[src/hrp_pkg.sv]
// Shared types, character codes and helper functions of the HTTP request parser.
package hrp_pkg;

    typedef enum logic [1:0] {
        PH_REQ_LINE = 2'd0,
        PH_HEADERS  = 2'd1,
        PH_BODY     = 2'd2,
        PH_DONE     = 2'd3
    } phase_t;

    typedef enum logic [2:0] {
        ST_PARSING   = 3'd0,
        ST_COMPLETE  = 3'd1,
        ST_BAD_LINE  = 3'd2,
        ST_VERB_LONG = 3'd3,
        ST_URI_LONG  = 3'd4,
        ST_TOO_MUCH  = 3'd5,
        ST_OVERFLOW  = 3'd6,
        ST_IGNORED   = 3'd7
    } status_t;

    typedef enum logic [1:0] {
        VP_SKIP   = 2'd0,
        VP_DIGITS = 2'd1,
        VP_DONE   = 2'd3
    } value_phase_t;

    localparam logic       OP_START = 1'b0;
    localparam logic       OP_DATA  = 1'b1;

    localparam logic [7:0] CH_LF    = 8'h0A;
    localparam logic [7:0] CH_CR    = 8'h0D;
    localparam logic [7:0] CH_TAB   = 8'h09;
    localparam logic [7:0] CH_VT    = 8'h0B;
    localparam logic [7:0] CH_FF    = 8'h0C;
    localparam logic [7:0] CH_SPACE = 8'h20;
    localparam logic [7:0] CH_COLON = 8'h3A;
    localparam logic [7:0] CH_PLUS  = 8'h2B;
    localparam logic [7:0] CH_MINUS = 8'h2D;
    localparam logic [7:0] CH_ZERO  = 8'h30;
    localparam logic [7:0] CH_NINE  = 8'h39;
    localparam logic [7:0] CH_UC_A  = 8'h41;
    localparam logic [7:0] CH_UC_Z  = 8'h5A;

    localparam logic [3:0]  NAME_LEN = 4'd14;
    localparam logic [10:0] LEN_SAT  = 11'd2047;
    localparam logic [19:0] VAL_SAT  = 20'd65535;

    typedef struct packed {
        logic       op;
        logic [7:0] data_byte;
    } item_t;

    typedef struct packed {
        status_t     status;
        phase_t      phase;
        logic        verb_byte;
        logic        uri_byte;
        logic        body_byte;
        logic [10:0] verb_length;
        logic [10:0] uri_length;
        logic [15:0] content_length;
    } result_t;

    function automatic logic [7:0] to_lower(input logic [7:0] b);
        return (b >= CH_UC_A && b <= CH_UC_Z) ? b + 8'd32 : b;
    endfunction

    function automatic logic is_white(input logic [7:0] b);
        return b == CH_SPACE || b == CH_TAB || b == CH_CR || b == CH_VT || b == CH_FF;
    endfunction

    // lower-case "content-length", one character per index
    function automatic logic [7:0] cl_char(input logic [3:0] idx);
        logic [7:0] c;
        case (idx)
            4'd0:    c = 8'h63;
            4'd1:    c = 8'h6F;
            4'd2:    c = 8'h6E;
            4'd3:    c = 8'h74;
            4'd4:    c = 8'h65;
            4'd5:    c = 8'h6E;
            4'd6:    c = 8'h74;
            4'd7:    c = 8'h2D;
            4'd8:    c = 8'h6C;
            4'd9:    c = 8'h65;
            4'd10:   c = 8'h6E;
            4'd11:   c = 8'h67;
            4'd12:   c = 8'h74;
            4'd13:   c = 8'h68;
            default: c = 8'h00;
        endcase
        return c;
    endfunction

endpackage

[src/hrp_item_if.sv]
// Byte channel into the parser: valid, ready and one received item.
interface hrp_item_if;
    logic       valid;
    logic       ready;
    logic       op;
    logic [7:0] data_byte;

    modport source (output valid, output op, output data_byte, input ready);
    modport sink   (input valid, input op, input data_byte, output ready);
endinterface

[src/hrp_result_if.sv]
// Result channel out of the parser: valid, ready and one result item.
interface hrp_result_if;
    logic        valid;
    logic        ready;
    logic [2:0]  status;
    logic [1:0]  phase;
    logic        verb_byte;
    logic        uri_byte;
    logic        body_byte;
    logic [10:0] verb_length;
    logic [10:0] uri_length;
    logic [15:0] content_length;

    modport source (output valid, output status, output phase, output verb_byte,
                    output uri_byte, output body_byte, output verb_length,
                    output uri_length, output content_length, input ready);
    modport sink   (input valid, input status, input phase, input verb_byte,
                    input uri_byte, input body_byte, input verb_length,
                    input uri_length, input content_length, output ready);
endinterface

[src/http_request_header_parser_top.sv]
// Top level of the HTTP request header parser: input register, parser core, result register.
//
//  channel  | dir | transfer contents
//  ---------+-----+-------------------------------------------------------------
//  item     | in  | op, data_byte
//  result   | out | status, phase, verb/uri/body marks, verb/uri length, content length
//
// One byte per cycle sustained while result.ready holds; each transfer yields one result.
// The rate is set by the parser state registers, which update once per advance.
// Reset clears all parser state and both stage valid flags; no clearing pass.
// A stalled result holds its register; the input register keeps accepting
// until both stages are full.
module http_request_header_parser_top #(
    parameter int BUF_SIZE = 1024,
    parameter int VERB_MAX = 16,
    parameter int URI_MAX  = 128
) (
    input  logic          clk,
    input  logic          rst_n,
    hrp_item_if.sink      item,
    hrp_result_if.source  result
);

    logic             held_valid;
    hrp_pkg::item_t   held;
    hrp_pkg::result_t core_res;
    logic             out_free;
    logic             advance;

    assign advance = held_valid && out_free;

    hrp_in_stage u_in_stage (
        .clk        (clk),
        .rst_n      (rst_n),
        .item       (item),
        .advance    (advance),
        .held_valid (held_valid),
        .held       (held)
    );

    hrp_core #(
        .BUF_SIZE (BUF_SIZE),
        .VERB_MAX (VERB_MAX),
        .URI_MAX  (URI_MAX)
    ) u_core (
        .clk     (clk),
        .rst_n   (rst_n),
        .advance (advance),
        .held    (held),
        .res     (core_res)
    );

    hrp_out_stage u_out_stage (
        .clk    (clk),
        .rst_n  (rst_n),
        .load   (advance),
        .res    (core_res),
        .free   (out_free),
        .result (result)
    );

    a_load_shows: assert property (@(posedge clk) disable iff (!rst_n)
        advance |=> result.valid)
        else $error("loaded result not presented");

    a_start_clears: assert property (@(posedge clk) disable iff (!rst_n)
        advance && held.op == hrp_pkg::OP_START |-> core_res == '0)
        else $error("start item gave a non-zero result");

    a_ignored_done: assert property (@(posedge clk) disable iff (!rst_n)
        advance && core_res.status == hrp_pkg::ST_IGNORED |-> core_res.phase == hrp_pkg::PH_DONE)
        else $error("ignored byte outside the finished phase");

    a_marks_exclusive: assert property (@(posedge clk) disable iff (!rst_n)
        advance |-> $onehot0({core_res.verb_byte, core_res.uri_byte, core_res.body_byte}))
        else $error("byte marked in more than one region");

endmodule

[src/hrp_in_stage.sv]
// Input register: holds one accepted item until the parser core takes it.
module hrp_in_stage (
    input  logic               clk,
    input  logic               rst_n,
    hrp_item_if.sink           item,
    input  logic               advance,
    output logic               held_valid,
    output hrp_pkg::item_t     held
);

    logic           valid_reg;
    logic           valid_next;
    hrp_pkg::item_t item_reg;
    logic           take;

    assign item.ready = !valid_reg || advance;
    assign take       = item.valid && item.ready;

    always_comb
    begin
        valid_next = valid_reg;
        if (take)
        begin
            valid_next = 1'b1;
        end
        else if (advance)
        begin
            valid_next = 1'b0;
        end
    end

    always_ff @(posedge clk or negedge rst_n)
    begin
        if (!rst_n)
        begin
            valid_reg <= 1'b0;
        end
        else
        begin
            valid_reg <= valid_next;
        end
    end

    always_ff @(posedge clk)
    begin
        if (take)
        begin
            item_reg.op        <= item.op;
            item_reg.data_byte <= item.data_byte;
        end
    end

    assign held_valid = valid_reg;
    assign held       = item_reg;

endmodule

[src/hrp_core.sv]
// Parser state and next-state logic: one byte of the request per advance.
module hrp_core #(
    parameter int BUF_SIZE = 1024,
    parameter int VERB_MAX = 16,
    parameter int URI_MAX  = 128
) (
    input  logic              clk,
    input  logic              rst_n,
    input  logic              advance,
    input  hrp_pkg::item_t    held,
    output hrp_pkg::result_t  res
);

    localparam int PEND_W = $clog2(BUF_SIZE + 1);

    hrp_pkg::phase_t       phase_reg, phase_next;
    hrp_pkg::status_t      term_reg, term_next;
    logic [PEND_W-1:0]     pend_reg, pend_next;
    logic [1:0]            blank_reg, blank_next;
    logic [10:0]           verb_len_reg, verb_len_next;
    logic [10:0]           uri_len_reg, uri_len_next;
    logic                  prev_cr_reg, prev_cr_next;
    logic [3:0]            name_idx_reg, name_idx_next;
    logic                  mismatch_reg, mismatch_next;
    logic                  colon_reg, colon_next;
    hrp_pkg::value_phase_t vphase_reg, vphase_next;
    logic [15:0]           accum_reg, accum_next;
    logic [15:0]           body_len_reg, body_len_next;
    logic [15:0]           body_cnt_reg, body_cnt_next;

    logic [7:0]  b;
    logic        is_data;
    logic        line_open;
    logic [19:0] scaled;
    logic [15:0] body_cnt_inc;
    logic        empty_line;

    assign b            = held.data_byte;
    assign is_data      = held.op == hrp_pkg::OP_DATA;
    assign line_open    = pend_reg < PEND_W'(BUF_SIZE);
    assign scaled       = {1'b0, accum_reg, 3'b000} + {3'b000, accum_reg, 1'b0}
                          + {12'd0, b - hrp_pkg::CH_ZERO};
    assign body_cnt_inc = body_cnt_reg + 16'd1;
    assign empty_line   = (pend_reg == '0) || (pend_reg == PEND_W'(1) && prev_cr_reg);

    always_comb
    begin
        phase_next    = phase_reg;
        term_next     = term_reg;
        pend_next     = pend_reg;
        blank_next    = blank_reg;
        verb_len_next = verb_len_reg;
        uri_len_next  = uri_len_reg;
        prev_cr_next  = prev_cr_reg;
        name_idx_next = name_idx_reg;
        mismatch_next = mismatch_reg;
        colon_next    = colon_reg;
        vphase_next   = vphase_reg;
        accum_next    = accum_reg;
        body_len_next = body_len_reg;
        body_cnt_next = body_cnt_reg;

        if (!is_data)
        begin
            phase_next    = hrp_pkg::PH_REQ_LINE;
            term_next     = hrp_pkg::ST_PARSING;
            pend_next     = '0;
            blank_next    = 2'd0;
            verb_len_next = 11'd0;
            uri_len_next  = 11'd0;
            prev_cr_next  = 1'b0;
            name_idx_next = 4'd0;
            mismatch_next = 1'b0;
            colon_next    = 1'b0;
            vphase_next   = hrp_pkg::VP_SKIP;
            accum_next    = 16'd0;
            body_len_next = 16'd0;
            body_cnt_next = 16'd0;
        end
        else
        begin
            case (phase_reg)
                hrp_pkg::PH_DONE:
                begin
                end
                hrp_pkg::PH_BODY:
                begin
                    body_cnt_next = body_cnt_inc;
                    if (body_cnt_inc >= body_len_reg)
                    begin
                        phase_next = hrp_pkg::PH_DONE;
                        term_next  = hrp_pkg::ST_COMPLETE;
                    end
                end
                default:
                begin
                    if (!line_open)
                    begin
                        phase_next = hrp_pkg::PH_DONE;
                        term_next  = hrp_pkg::ST_OVERFLOW;
                    end
                    else if (b == hrp_pkg::CH_LF)
                    begin
                        if (phase_reg == hrp_pkg::PH_REQ_LINE)
                        begin
                            if (blank_reg < 2'd2)
                            begin
                                phase_next = hrp_pkg::PH_DONE;
                                term_next  = hrp_pkg::ST_BAD_LINE;
                            end
                            else if (verb_len_reg > 11'(VERB_MAX))
                            begin
                                phase_next = hrp_pkg::PH_DONE;
                                term_next  = hrp_pkg::ST_VERB_LONG;
                            end
                            else if (uri_len_reg >= 11'(URI_MAX))
                            begin
                                phase_next = hrp_pkg::PH_DONE;
                                term_next  = hrp_pkg::ST_URI_LONG;
                            end
                            else
                            begin
                                phase_next = hrp_pkg::PH_HEADERS;
                            end
                        end
                        else if (empty_line)
                        begin
                            if (body_len_reg > 16'(BUF_SIZE))
                            begin
                                phase_next = hrp_pkg::PH_DONE;
                                term_next  = hrp_pkg::ST_TOO_MUCH;
                            end
                            else if (body_len_reg != 16'd0)
                            begin
                                phase_next = hrp_pkg::PH_BODY;
                            end
                            else
                            begin
                                phase_next = hrp_pkg::PH_DONE;
                                term_next  = hrp_pkg::ST_COMPLETE;
                            end
                        end
                        else if (colon_reg && !mismatch_reg && name_idx_reg == hrp_pkg::NAME_LEN)
                        begin
                            body_len_next = accum_reg;
                        end
                        pend_next     = '0;
                        prev_cr_next  = 1'b0;
                        name_idx_next = 4'd0;
                        mismatch_next = 1'b0;
                        colon_next    = 1'b0;
                        vphase_next   = hrp_pkg::VP_SKIP;
                        accum_next    = 16'd0;
                    end
                    else
                    begin
                        pend_next    = pend_reg + PEND_W'(1);
                        prev_cr_next = b == hrp_pkg::CH_CR;
                        if (phase_reg == hrp_pkg::PH_REQ_LINE)
                        begin
                            if (b == hrp_pkg::CH_SPACE)
                            begin
                                if (blank_reg != 2'd3)
                                begin
                                    blank_next = blank_reg + 2'd1;
                                end
                            end
                            else if (blank_reg == 2'd0)
                            begin
                                if (verb_len_reg != hrp_pkg::LEN_SAT)
                                begin
                                    verb_len_next = verb_len_reg + 11'd1;
                                end
                            end
                            else if (blank_reg == 2'd1)
                            begin
                                if (uri_len_reg != hrp_pkg::LEN_SAT)
                                begin
                                    uri_len_next = uri_len_reg + 11'd1;
                                end
                            end
                        end
                        else if (!colon_reg)
                        begin
                            if (b == hrp_pkg::CH_COLON)
                            begin
                                colon_next = 1'b1;
                            end
                            else if (name_idx_reg < hrp_pkg::NAME_LEN
                                     && hrp_pkg::to_lower(b) == hrp_pkg::cl_char(name_idx_reg))
                            begin
                                name_idx_next = name_idx_reg + 4'd1;
                            end
                            else
                            begin
                                mismatch_next = 1'b1;
                            end
                        end
                        else if (vphase_reg == hrp_pkg::VP_SKIP && hrp_pkg::is_white(b))
                        begin
                        end
                        else if (vphase_reg == hrp_pkg::VP_SKIP && b == hrp_pkg::CH_PLUS)
                        begin
                            vphase_next = hrp_pkg::VP_DIGITS;
                        end
                        else if (vphase_reg == hrp_pkg::VP_SKIP && b == hrp_pkg::CH_MINUS)
                        begin
                            accum_next  = 16'd0;
                            vphase_next = hrp_pkg::VP_DONE;
                        end
                        else if (vphase_reg != hrp_pkg::VP_DONE)
                        begin
                            if (b >= hrp_pkg::CH_ZERO && b <= hrp_pkg::CH_NINE)
                            begin
                                vphase_next = hrp_pkg::VP_DIGITS;
                                accum_next  = (scaled > hrp_pkg::VAL_SAT) ? 16'hFFFF
                                                                           : scaled[15:0];
                            end
                            else
                            begin
                                vphase_next = hrp_pkg::VP_DONE;
                            end
                        end
                    end
                end
            endcase
        end
    end

    always_comb
    begin
        res = '0;
        res.phase          = phase_next;
        res.verb_length    = verb_len_next;
        res.uri_length     = uri_len_next;
        res.content_length = body_len_next;
        if (is_data)
        begin
            if (phase_reg == hrp_pkg::PH_DONE)
            begin
                res.status = hrp_pkg::ST_IGNORED;
            end
            else if (phase_next == hrp_pkg::PH_DONE)
            begin
                res.status = term_next;
            end
            res.body_byte = phase_reg == hrp_pkg::PH_BODY;
            if (phase_reg == hrp_pkg::PH_REQ_LINE && line_open
                && b != hrp_pkg::CH_LF && b != hrp_pkg::CH_SPACE)
            begin
                res.verb_byte = blank_reg == 2'd0;
                res.uri_byte  = blank_reg == 2'd1;
            end
        end
    end

    always_ff @(posedge clk or negedge rst_n)
    begin
        if (!rst_n)
        begin
            phase_reg    <= hrp_pkg::PH_REQ_LINE;
            term_reg     <= hrp_pkg::ST_PARSING;
            pend_reg     <= '0;
            blank_reg    <= 2'd0;
            verb_len_reg <= 11'd0;
            uri_len_reg  <= 11'd0;
            prev_cr_reg  <= 1'b0;
            name_idx_reg <= 4'd0;
            mismatch_reg <= 1'b0;
            colon_reg    <= 1'b0;
            vphase_reg   <= hrp_pkg::VP_SKIP;
            accum_reg    <= 16'd0;
            body_len_reg <= 16'd0;
            body_cnt_reg <= 16'd0;
        end
        else if (advance)
        begin
            phase_reg    <= phase_next;
            term_reg     <= term_next;
            pend_reg     <= pend_next;
            blank_reg    <= blank_next;
            verb_len_reg <= verb_len_next;
            uri_len_reg  <= uri_len_next;
            prev_cr_reg  <= prev_cr_next;
            name_idx_reg <= name_idx_next;
            mismatch_reg <= mismatch_next;
            colon_reg    <= colon_next;
            vphase_reg   <= vphase_next;
            accum_reg    <= accum_next;
            body_len_reg <= body_len_next;
            body_cnt_reg <= body_cnt_next;
        end
    end

endmodule

[src/hrp_out_stage.sv]
// Result register: holds one result until the downstream side takes it.
module hrp_out_stage (
    input  logic              clk,
    input  logic              rst_n,
    input  logic              load,
    input  hrp_pkg::result_t  res,
    output logic              free,
    hrp_result_if.source      result
);

    logic             valid_reg;
    logic             valid_next;
    hrp_pkg::result_t res_reg;

    assign free = !valid_reg || result.ready;

    always_comb
    begin
        valid_next = valid_reg;
        if (load)
        begin
            valid_next = 1'b1;
        end
        else if (result.ready)
        begin
            valid_next = 1'b0;
        end
    end

    always_ff @(posedge clk or negedge rst_n)
    begin
        if (!rst_n)
        begin
            valid_reg <= 1'b0;
        end
        else
        begin
            valid_reg <= valid_next;
        end
    end

    always_ff @(posedge clk)
    begin
        if (load)
        begin
            res_reg <= res;
        end
    end

    assign result.valid          = valid_reg;
    assign result.status         = res_reg.status;
    assign result.phase          = res_reg.phase;
    assign result.verb_byte      = res_reg.verb_byte;
    assign result.uri_byte       = res_reg.uri_byte;
    assign result.body_byte      = res_reg.body_byte;
    assign result.verb_length    = res_reg.verb_length;
    assign result.uri_length     = res_reg.uri_length;
    assign result.content_length = res_reg.content_length;

endmodule
[src/flat_wrapper.sv]
// flat-port wrapper written by rule: the top's interface ports become plain ports
module http_request_header_parser_top_flat 
#(
    parameter int BUF_SIZE = 1024,
    parameter int VERB_MAX = 16,
    parameter int URI_MAX  = 128
)
  (clk, rst_n, item_valid, item_op, item_data_byte, item_ready, result_valid, result_status, result_phase, result_verb_byte, result_uri_byte, result_body_byte, result_verb_length, result_uri_length, result_content_length, result_ready);
  hrp_item_if item_i ();
  hrp_result_if result_i ();
  input  logic clk;
  input  logic rst_n;
  input wire logic [$bits(item_i.valid)-1:0] item_valid;
  input wire logic [$bits(item_i.op)-1:0] item_op;
  input wire logic [$bits(item_i.data_byte)-1:0] item_data_byte;
  output wire logic [$bits(item_i.ready)-1:0] item_ready;
  output wire logic [$bits(result_i.valid)-1:0] result_valid;
  output wire logic [$bits(result_i.status)-1:0] result_status;
  output wire logic [$bits(result_i.phase)-1:0] result_phase;
  output wire logic [$bits(result_i.verb_byte)-1:0] result_verb_byte;
  output wire logic [$bits(result_i.uri_byte)-1:0] result_uri_byte;
  output wire logic [$bits(result_i.body_byte)-1:0] result_body_byte;
  output wire logic [$bits(result_i.verb_length)-1:0] result_verb_length;
  output wire logic [$bits(result_i.uri_length)-1:0] result_uri_length;
  output wire logic [$bits(result_i.content_length)-1:0] result_content_length;
  input wire logic [$bits(result_i.ready)-1:0] result_ready;
  assign item_i.valid = item_valid;
  assign item_i.op = item_op;
  assign item_i.data_byte = item_data_byte;
  assign item_ready = item_i.ready;
  assign result_valid = result_i.valid;
  assign result_status = result_i.status;
  assign result_phase = result_i.phase;
  assign result_verb_byte = result_i.verb_byte;
  assign result_uri_byte = result_i.uri_byte;
  assign result_body_byte = result_i.body_byte;
  assign result_verb_length = result_i.verb_length;
  assign result_uri_length = result_i.uri_length;
  assign result_content_length = result_i.content_length;
  assign result_i.ready = result_ready;
  http_request_header_parser_top #(.BUF_SIZE(BUF_SIZE), .VERB_MAX(VERB_MAX), .URI_MAX(URI_MAX)) u_core (.clk(clk), .rst_n(rst_n), .item(item_i), .result(result_i));
endmodule
[config.mk]
export PLATFORM = sky130hd
export DESIGN_NAME = http_request_header_parser_top_flat
export DESIGN_NICKNAME = d
export VERILOG_FILES = /design/src/hrp_pkg.sv /design/src/hrp_item_if.sv /design/src/hrp_result_if.sv /design/src/http_request_header_parser_top.sv /design/src/hrp_in_stage.sv /design/src/hrp_core.sv /design/src/hrp_out_stage.sv /design/src/flat_wrapper.sv
export SDC_FILE = /design/constraint.sdc
export NUM_CORES = 1
export LEC_CHECK = 0
export ABC_CLOCK_PERIOD_IN_PS = 5170
export BUFFER_PORTS_ARGS = -buffer_cell sky130_fd_sc_hd__buf_2
export CORE_ASPECT_RATIO = 0.7
export CORE_MARGIN = 1
export CORE_UTILIZATION = 60
export CTS_CLUSTER_SIZE = 25
export DETAILED_ROUTE_END_ITERATION = 16
export GPL_ROUTABILITY_DRIVEN = 0
export PLACE_DENSITY_LB_ADDON = 0.05
export SLEW_MARGIN = 20
export SYNTH_ARGS = -nofsm -noshare
export SYNTH_HDL_FRONTEND = slang
export SYNTH_SLANG_ARGS = --single-unit
[constraint.sdc]
create_clock -name clk -period 5.17 [get_ports clk]
set_input_delay 1.034 -clock clk [delete_from_list [all_inputs] [get_ports clk]]
set_output_delay 1.034 -clock clk [all_outputs]
set_load 0.1 [all_outputs]
==> Word level (Yosys, flattened, before mapping) <==
Memories as Yosys holds them, arrays and structs flattened.
Index checks and enable logic that the tools add are counted.
{ "word_totals": {"reg_bits": 154, "latch_bits": 0, "ramBits": 0, "rom_bits": 112, "inputBits": 13, "out_inout_bits": 48, "mem_count": 1} }
{ "memory_table": {"columns": ["memory", "words", "width", "read_ports", "rd_ports_with_merged_regs", "write_ports", "line_no", "rtl"], "rows": [
  ["(name not given)", 16, 7, 1, 0, 0, "hrp_pkg.sv:76", "case (idx)"]
]} }
{ "op_classes": {"add_sub_neg": 10, "multipliers": 0, "div_mod_pow": 0, "magnitude_cmp": 12, "n_eq_ne": 40, "shifts": 0, "muxes": 125, "n_bitwise": 0, "n_reduce_logical": 41} }
{ "ops": {"columns": ["operator", "count"], "rows": [
  ["two-way mux 16 bit", 21],
  ["two-way mux 11 bit", 21],
  ["two-way mux 8 bit", 8],
  ["two-way mux 2 bit", 27],
  ["equality test 8 x 4 -> 1 bit, second input constant", 5],
  ["two-way mux 3 bit", 13],
  ["adder 11 x 1 -> 11 bit, second input constant", 3],
  ["equality test 8 x 6 -> 1 bit, second input constant", 4],
  ["two-way mux 4 bit", 8],
  ["AND reduction 7 bit", 4],
  ["two-way mux 1 bit", 25],
  ["!= test 3 bit, second input constant", 8],
  ["!= test 11 bit, second input constant", 2],
  ["adder 19 x 17 -> 20 bit", 1],
  ["adder 20 x 8 -> 20 bit", 1],
  ["> comparator 20 x 16 -> 1 bit, second input constant", 1],
  ["!= test 2 bit, second input constant", 9],
  ["adder 16 x 1 -> 16 bit, second input constant", 1],
  ["greater-or-equal comparator 16 bit", 1],
  ["> comparator 16 x 11 -> 1 bit, second input constant", 1],
  ["nonzero test 16 bit", 1],
  ["logical AND 1 bit", 14],
  ["equality test 11 x 1 -> 1 bit, second input constant", 1],
  ["greater-or-equal comparator 11 x 8 -> 1 bit, second input constant", 1],
  ["32 further kinds", 47]
]} }

==> Logic depth before layout (Yosys ltp) <==
{ "depth": {"ltp_word": 18, "ltp_mapped": 15, "mapped_depth_nobuf": 14} }

==> Hierarchy <==
From an unflattened synthesis, not the netlist that was laid out.
{ "hier_totals": {"cells_unflattened": 961, "hier_area_um2": 9410.3} }
{ "modules_own_cells": {"columns": ["module", "n_inst", "cells_each", "area_per_inst_um2"], "rows": [
  ["hrp_core", 1, 898, 7651.1],
  ["hrp_out_stage", 1, 49, 1428.9],
  ["hrp_in_stage", 1, 13, 324.1],
  ["http_request_header_parser_top", 1, 1, 6.3]
]} }

==> Least setup slack after synthesis <==
Ideal clock, no wire load.
{ "synth_timing": {"path_kind": "register -> register", "startpoint": "register u_core.u_in_stage.item_reg, in the netlist u_core.u_in_stage.held[5]", "endpoint": "register u_core.u_core.accum_reg[10]", "arrival_time_ns": 3.503, "path_slack_ns": 1.544, "stages_incl_launch_ff": 13, "path_buffers": 1, "cell_sequence": "edfxtp_1 ha_1 xnor2_1 fa_1 ha_1 and3_1 a211oi_2 o41ai_1 or4b_1 o211ai_1 o2111ai_4 buf_6 o221a_1"} }
{ "synth_via": {"elab_chain_len": 15, "elab_cells_between_ends": 40, "classes_between": "2 x add/sub; 3 x order compare; 14 x eq/ne; 12 x mux; 9 x reduce/logical"} }
{ "synth_lines": {"columns": ["item", "line_no", "rtl"], "rows": [
  ["start, declared", "hrp_in_stage.sv:13", "hrp_pkg::item_t item_reg;"],
  ["subtractor 8 x 6 -> 8 bit", "hrp_core.sv:42", "+ {12'd0, b - hrp_pkg::CH_ZERO};"],
  ["adder 20 x 8 -> 20 bit", "hrp_core.sv:42", null],
  ["> comparator 20 x 16 -> 1 bit", "hrp_core.sv:216", "accum_next = (scaled > hrp_pkg::VAL_SAT) ? 16'hFFFF"],
  ["two-way mux 16 bit", "hrp_core.sv:216", null],
  ["two-way mux 16 bit", "hrp_core.sv:213", "if (b >= hrp_pkg::CH_ZERO && b <= hrp_pkg::CH_NINE)"],
  ["two-way mux 16 bit", "hrp_core.sv:211", "else if (vphase_reg != hrp_pkg::VP_DONE)"],
  ["two-way mux 16 bit", "hrp_core.sv:206", "else if (vphase_reg == hrp_pkg::VP_SKIP && b == hrp_pkg::CH_MINUS)"],
  ["two-way mux 16 bit", "hrp_core.sv:202", "else if (vphase_reg == hrp_pkg::VP_SKIP && b == hrp_pkg::CH_PLUS)"],
  ["two-way mux 16 bit", "hrp_core.sv:199", "else if (vphase_reg == hrp_pkg::VP_SKIP && hrp_pkg::is_white(b))"],
  ["two-way mux 16 bit", "hrp_core.sv:183", "else if (!colon_reg)"],
  ["two-way mux 16 bit", "hrp_core.sv:159", "if (phase_reg == hrp_pkg::PH_REQ_LINE)"],
  ["two-way mux 16 bit", "hrp_core.sv:102", "else if (b == hrp_pkg::CH_LF)"],
  ["two-way mux 16 bit", "hrp_core.sv:97", "if (!line_open)"],
  ["two-way mux 16 bit", "hrp_core.sv:82", "case (phase_reg)"],
  ["two-way mux 16 bit", "hrp_core.sv:63", "if (!is_data)"],
  ["end signal, assigned", "hrp_core.sv:289", "accum_reg <= accum_next;"],
  ["end, declared", "hrp_core.sv:27", "logic [15:0] accum_reg, accum_next;"]
]} }
Several ways; a longest one is shown, not always the timed one. The select of a mux whose other input is x is not followed.
A chain may end at the register's enable or synchronous reset.

==> Final worst setup path <==
{ "layout_timing": {"startpoint": "register u_core.u_in_stage.item_reg, in the netlist u_core.u_in_stage.held[5]", "endpoint": "register u_core.u_core.accum_reg[9]"} }
The elaborated chain is that of the path after synthesis.

==> out/metrics.cfg <==
[yosys]
synth-edff-count=55
synthFlopType=dfrtp_1
syn_avg_cell_area_um2=10.1
ys_types=83
synthArstFlopShare_pct=64.3
synth_seq_area_share_pct=43.9
syn-instance-count=934
yosys_warnings=0
ys_ff_latch=154
syn_nets=1019
synth_area_um2=9400

[clocking]
clockRootBuffer=clkbuf_16
cts_sinks=154
h-tree-depth=4
cts_buffers=17
holdBufCountCts=0
cts.path.max_buffers=2
cts_tree=done
clkTransAtPathRegs_ns=0.06
post-cts-setup-buffer-count=0
cts_resized=0
clkLatencyLatePin_ns=0.42

[global_route]
track_usage_pct=29.3
grt-ovfl-total=0
grt_antenna_before_repair=0
grt_pass1_wl_um=36500
grt_pass1_vias=7326
grt_max_degree=73

[final_layout]
final_layout_size_suffix_gt1_share_pct=12.6
area_growth_pct=10.8
postLayoutCoreUtil_pct=69.4
nets=1063
fin_area_um2=10400
diodes=0

[worst_setup_path]
cp_max_fo=16
cpPeakStageDelay_ns=0.52
endpoint_kind=register
worstSetupStartpointType=register
regToRegSetupSlack_ns=1.13
crit_chain=ha_1 > xnor2_1 > fa_1 > ha_1 > a21o_1 > a211oi_2 > o41ai_1 > or4b_1 > o211ai_1 > o2111ai_4 > o221a_1
crit_required_ns=5.47
cp_slowest_cell=edfxtp_1
critical_path.most_common_cell=ha_1
arrival_ns=4.35
worstSetupPathType=register to register

[die]
pin_count=61
start_util_pct=62.7
core_um2=15000
die_h_um=107
die_x_um=152
rows=37
dieArea_um2=16200

[timing]
finalClockSkew_ns=0.00665
fin_crit_sh_pct=78.2
rsz0062_at_grt=false
fmax_mhz=247
maxSlewViolCount=0
finalCriticalPeriod_ns=4.04
final-hold-violation-count=0
setup_viol=0
holdWs_ns=0.513
worst_slack_ns=1.13
tightest_slew_ns=0.948
final.setup.tns_ns=0
slew-limit-headroom_pct=35.9

[placement]
io_buffers=60
dpl_cell_area_um2=9820
dp_hpwl_um=15500
dp_slack_ns=1.17

[power]
p_leak_nw=4.51
comb_power_share_pct=40.7
p_int_w=0.00292
p_switching_w=0.00191
power_density_nw_per_um2=465
clock_power_share_pct=25.7
ir_worst_vdd_mv=0.571
swShare_pct=39.5
seq_power_share_pct=33.6

[detailed_routing]
routed_via_density=6.33
drt_iter0_drc=515
vias=7511
drt-pass1-iter-count=5
ant_nets=0
drc=0
drt_wl_total_um=22100
wl_per_cell_um=18.6

[run_status]
outcome=finished, final reports clean

[hold_path]
hold_path_class=register to register

[job]
cap_viol_max_count=0

power groups by stage:
stage | logic (W) | clock network, W | registers, W
after global routing | 0.00215 | 0.00131 | 0.00164
after floorplan | 0.00134 | 0 | 0.00176
after detailed placement | 0.00193 | 0 | 0.00164
after CTS | 0.00195 | 0.00126 | 0.00162
after global placement | 0.00184 | 0 | 0.00163
final | 0.00197 | 0.00124 | 0.00162
per-layer routing:
layer  up-vias  global-route usage, %  wire length [µm]  share of wire [%]
li1       3516                      -                 -                  -
met1      3662                   42.4             10400                 47
met2       293                   44.8              9980                 45
met3        40                   5.19              1470                6.7
met4         0                   8.98               248                1.1
met5         -                      0                 0                  0
layout make-up:
| cell class | count | area (µm²) |
|---|---|---|
| timing repair buffer | 68 | 363 |
| multi-input combinational | 690 | 4910 |
| clock inverter | 6 | 57.6 |
| clock buffer | 26 | 532 |
| sequential | 154 | 4130 |
| tap | 195 | 244 |
| inverter | 47 | 176 |
| fill | 1135 | 4590 |
cells in the mapped netlist (all sizes together), types with 3 or more instances:
cell type	instances	area, µm²
nand3	28	140
mux2	8	90.1
and3	18	113
clkbuf	32	120
o221a	17	191
and4	4	35.0
o31ai	28	210
a21oi	40	200
a32o	13	130
nand3b	4	30.0
buf	11	71.3
nand4	12	75.1
o211ai	4	35.0
a211oi	5	47.5
or4	6	45.0
or3	5	31.3
fa	6	120
edfxtp	55	1650
a31oi	5	46.3
and2	7	43.8
ha	66	826
dfrtp	99	2480
a21o	10	75.1
a221oi	3	26.3
o21a	9	67.6
o21ai	55	290
nand2b	8	50.1
nor2	90	340
nor3	9	45.0
mux2i	31	310
xor2	22	193
nand2	90	338
nor4	12	96.3
xnor2	27	236
nor3b	4	35.0
inv	47	176
nor2b	7	43.8
placed cells by master, fill, tap and decap left out, types with 4 or more instances in the layout:
cell type and n:
dfrtp_1 99, nor2_1 89, nand2_1 89, ha_1 66, buf_2 59, edfxtp_1 55
o21ai_0 48, inv_1 43, a21oi_1 40, mux2i_1 31, nand3_1 28, o31ai_1 28
xnor2_1 27, xor2_1 22, clkbuf_16 19, and3_1 18, o221a_1 16, a32o_1 13
nand4_1 12, nor4_1 10, a21o_1 10, nor3_1 9, o21a_1 9, buf_4 9
nand2b_1 8, and2_1 7, nor2b_1 7, mux2_2 7, or4_1 6, fa_1 6
or3_1 5, inv_2 4, a31oi_1 4, and4_1 4, o21ai_1 4, nand3b_1 4
clkinv_2 4, clkbuf_1 4
stage by stage:
| stage | total power, W | cells |
|---|---|---|
| 5_1_grt | 0.00511 | 1186 |
| 2_1_floorplan | 0.00311 | 934 |
| 3_5_place_dp | 0.00356 | 1154 |
| 6_report | 0.00484 | 1186 |
| 4_1_cts | 0.00482 | 1186 |
| 3_3_place_gp | 0.00346 | 1154 |
cells by family (layout without fill, tap and decap cells):
family	Yosys count	count (layout)	share of synthesized area, %
AOI/OAI and AO/OA	215	215	16.6
muxes	39	39	4.26
adders and majority gates	72	72	10.1
buffers and inverters	90	147	3.91
and+or+nand+nor	315	315	16.6
DFF	154	154	43.9
xor gates and xnor gates	49	49	4.57
critical path, delay by kind of cell, from the launching register on:
kind                     cells  cell delay (ns)
AO/OA/AOI/OAI                6             1.50
adder cells (fa/ha/maj)      3             1.16
flip-flops                   1             0.52
AND/OR/NAND/NOR              1             0.52
XOR/XNOR                     1             0.22
worst paths after layout:
check,cells after the start,start,end
setup / recovery,11,u_core.u_in_stage.held[5]$_DFFE_PP_,u_core.u_core.accum_reg[9]$_DFFE_PN0P_
hold / removal,1,u_core.u_core.body_cnt_reg[15]$_DFFE_PN0P_,u_core.u_core.body_cnt_reg[15]$_DFFE_PN0P_
setup reg to reg,11,u_core.u_in_stage.held[5]$_DFFE_PP_,u_core.u_core.accum_reg[9]$_DFFE_PN0P_
hold reg to reg,1,u_core.u_core.body_cnt_reg[15]$_DFFE_PN0P_,u_core.u_core.body_cnt_reg[15]$_DFFE_PN0P_
max in group asynchronous,2,rst_n,u_core.u_core.accum_reg[15]$_DFFE_PN0P_
min in group asynchronous,1,rst_n,u_core.u_core.verb_len_reg[3]$_DFFE_PN0P_
Note: power is estimated with default switching activity, not from simulation.
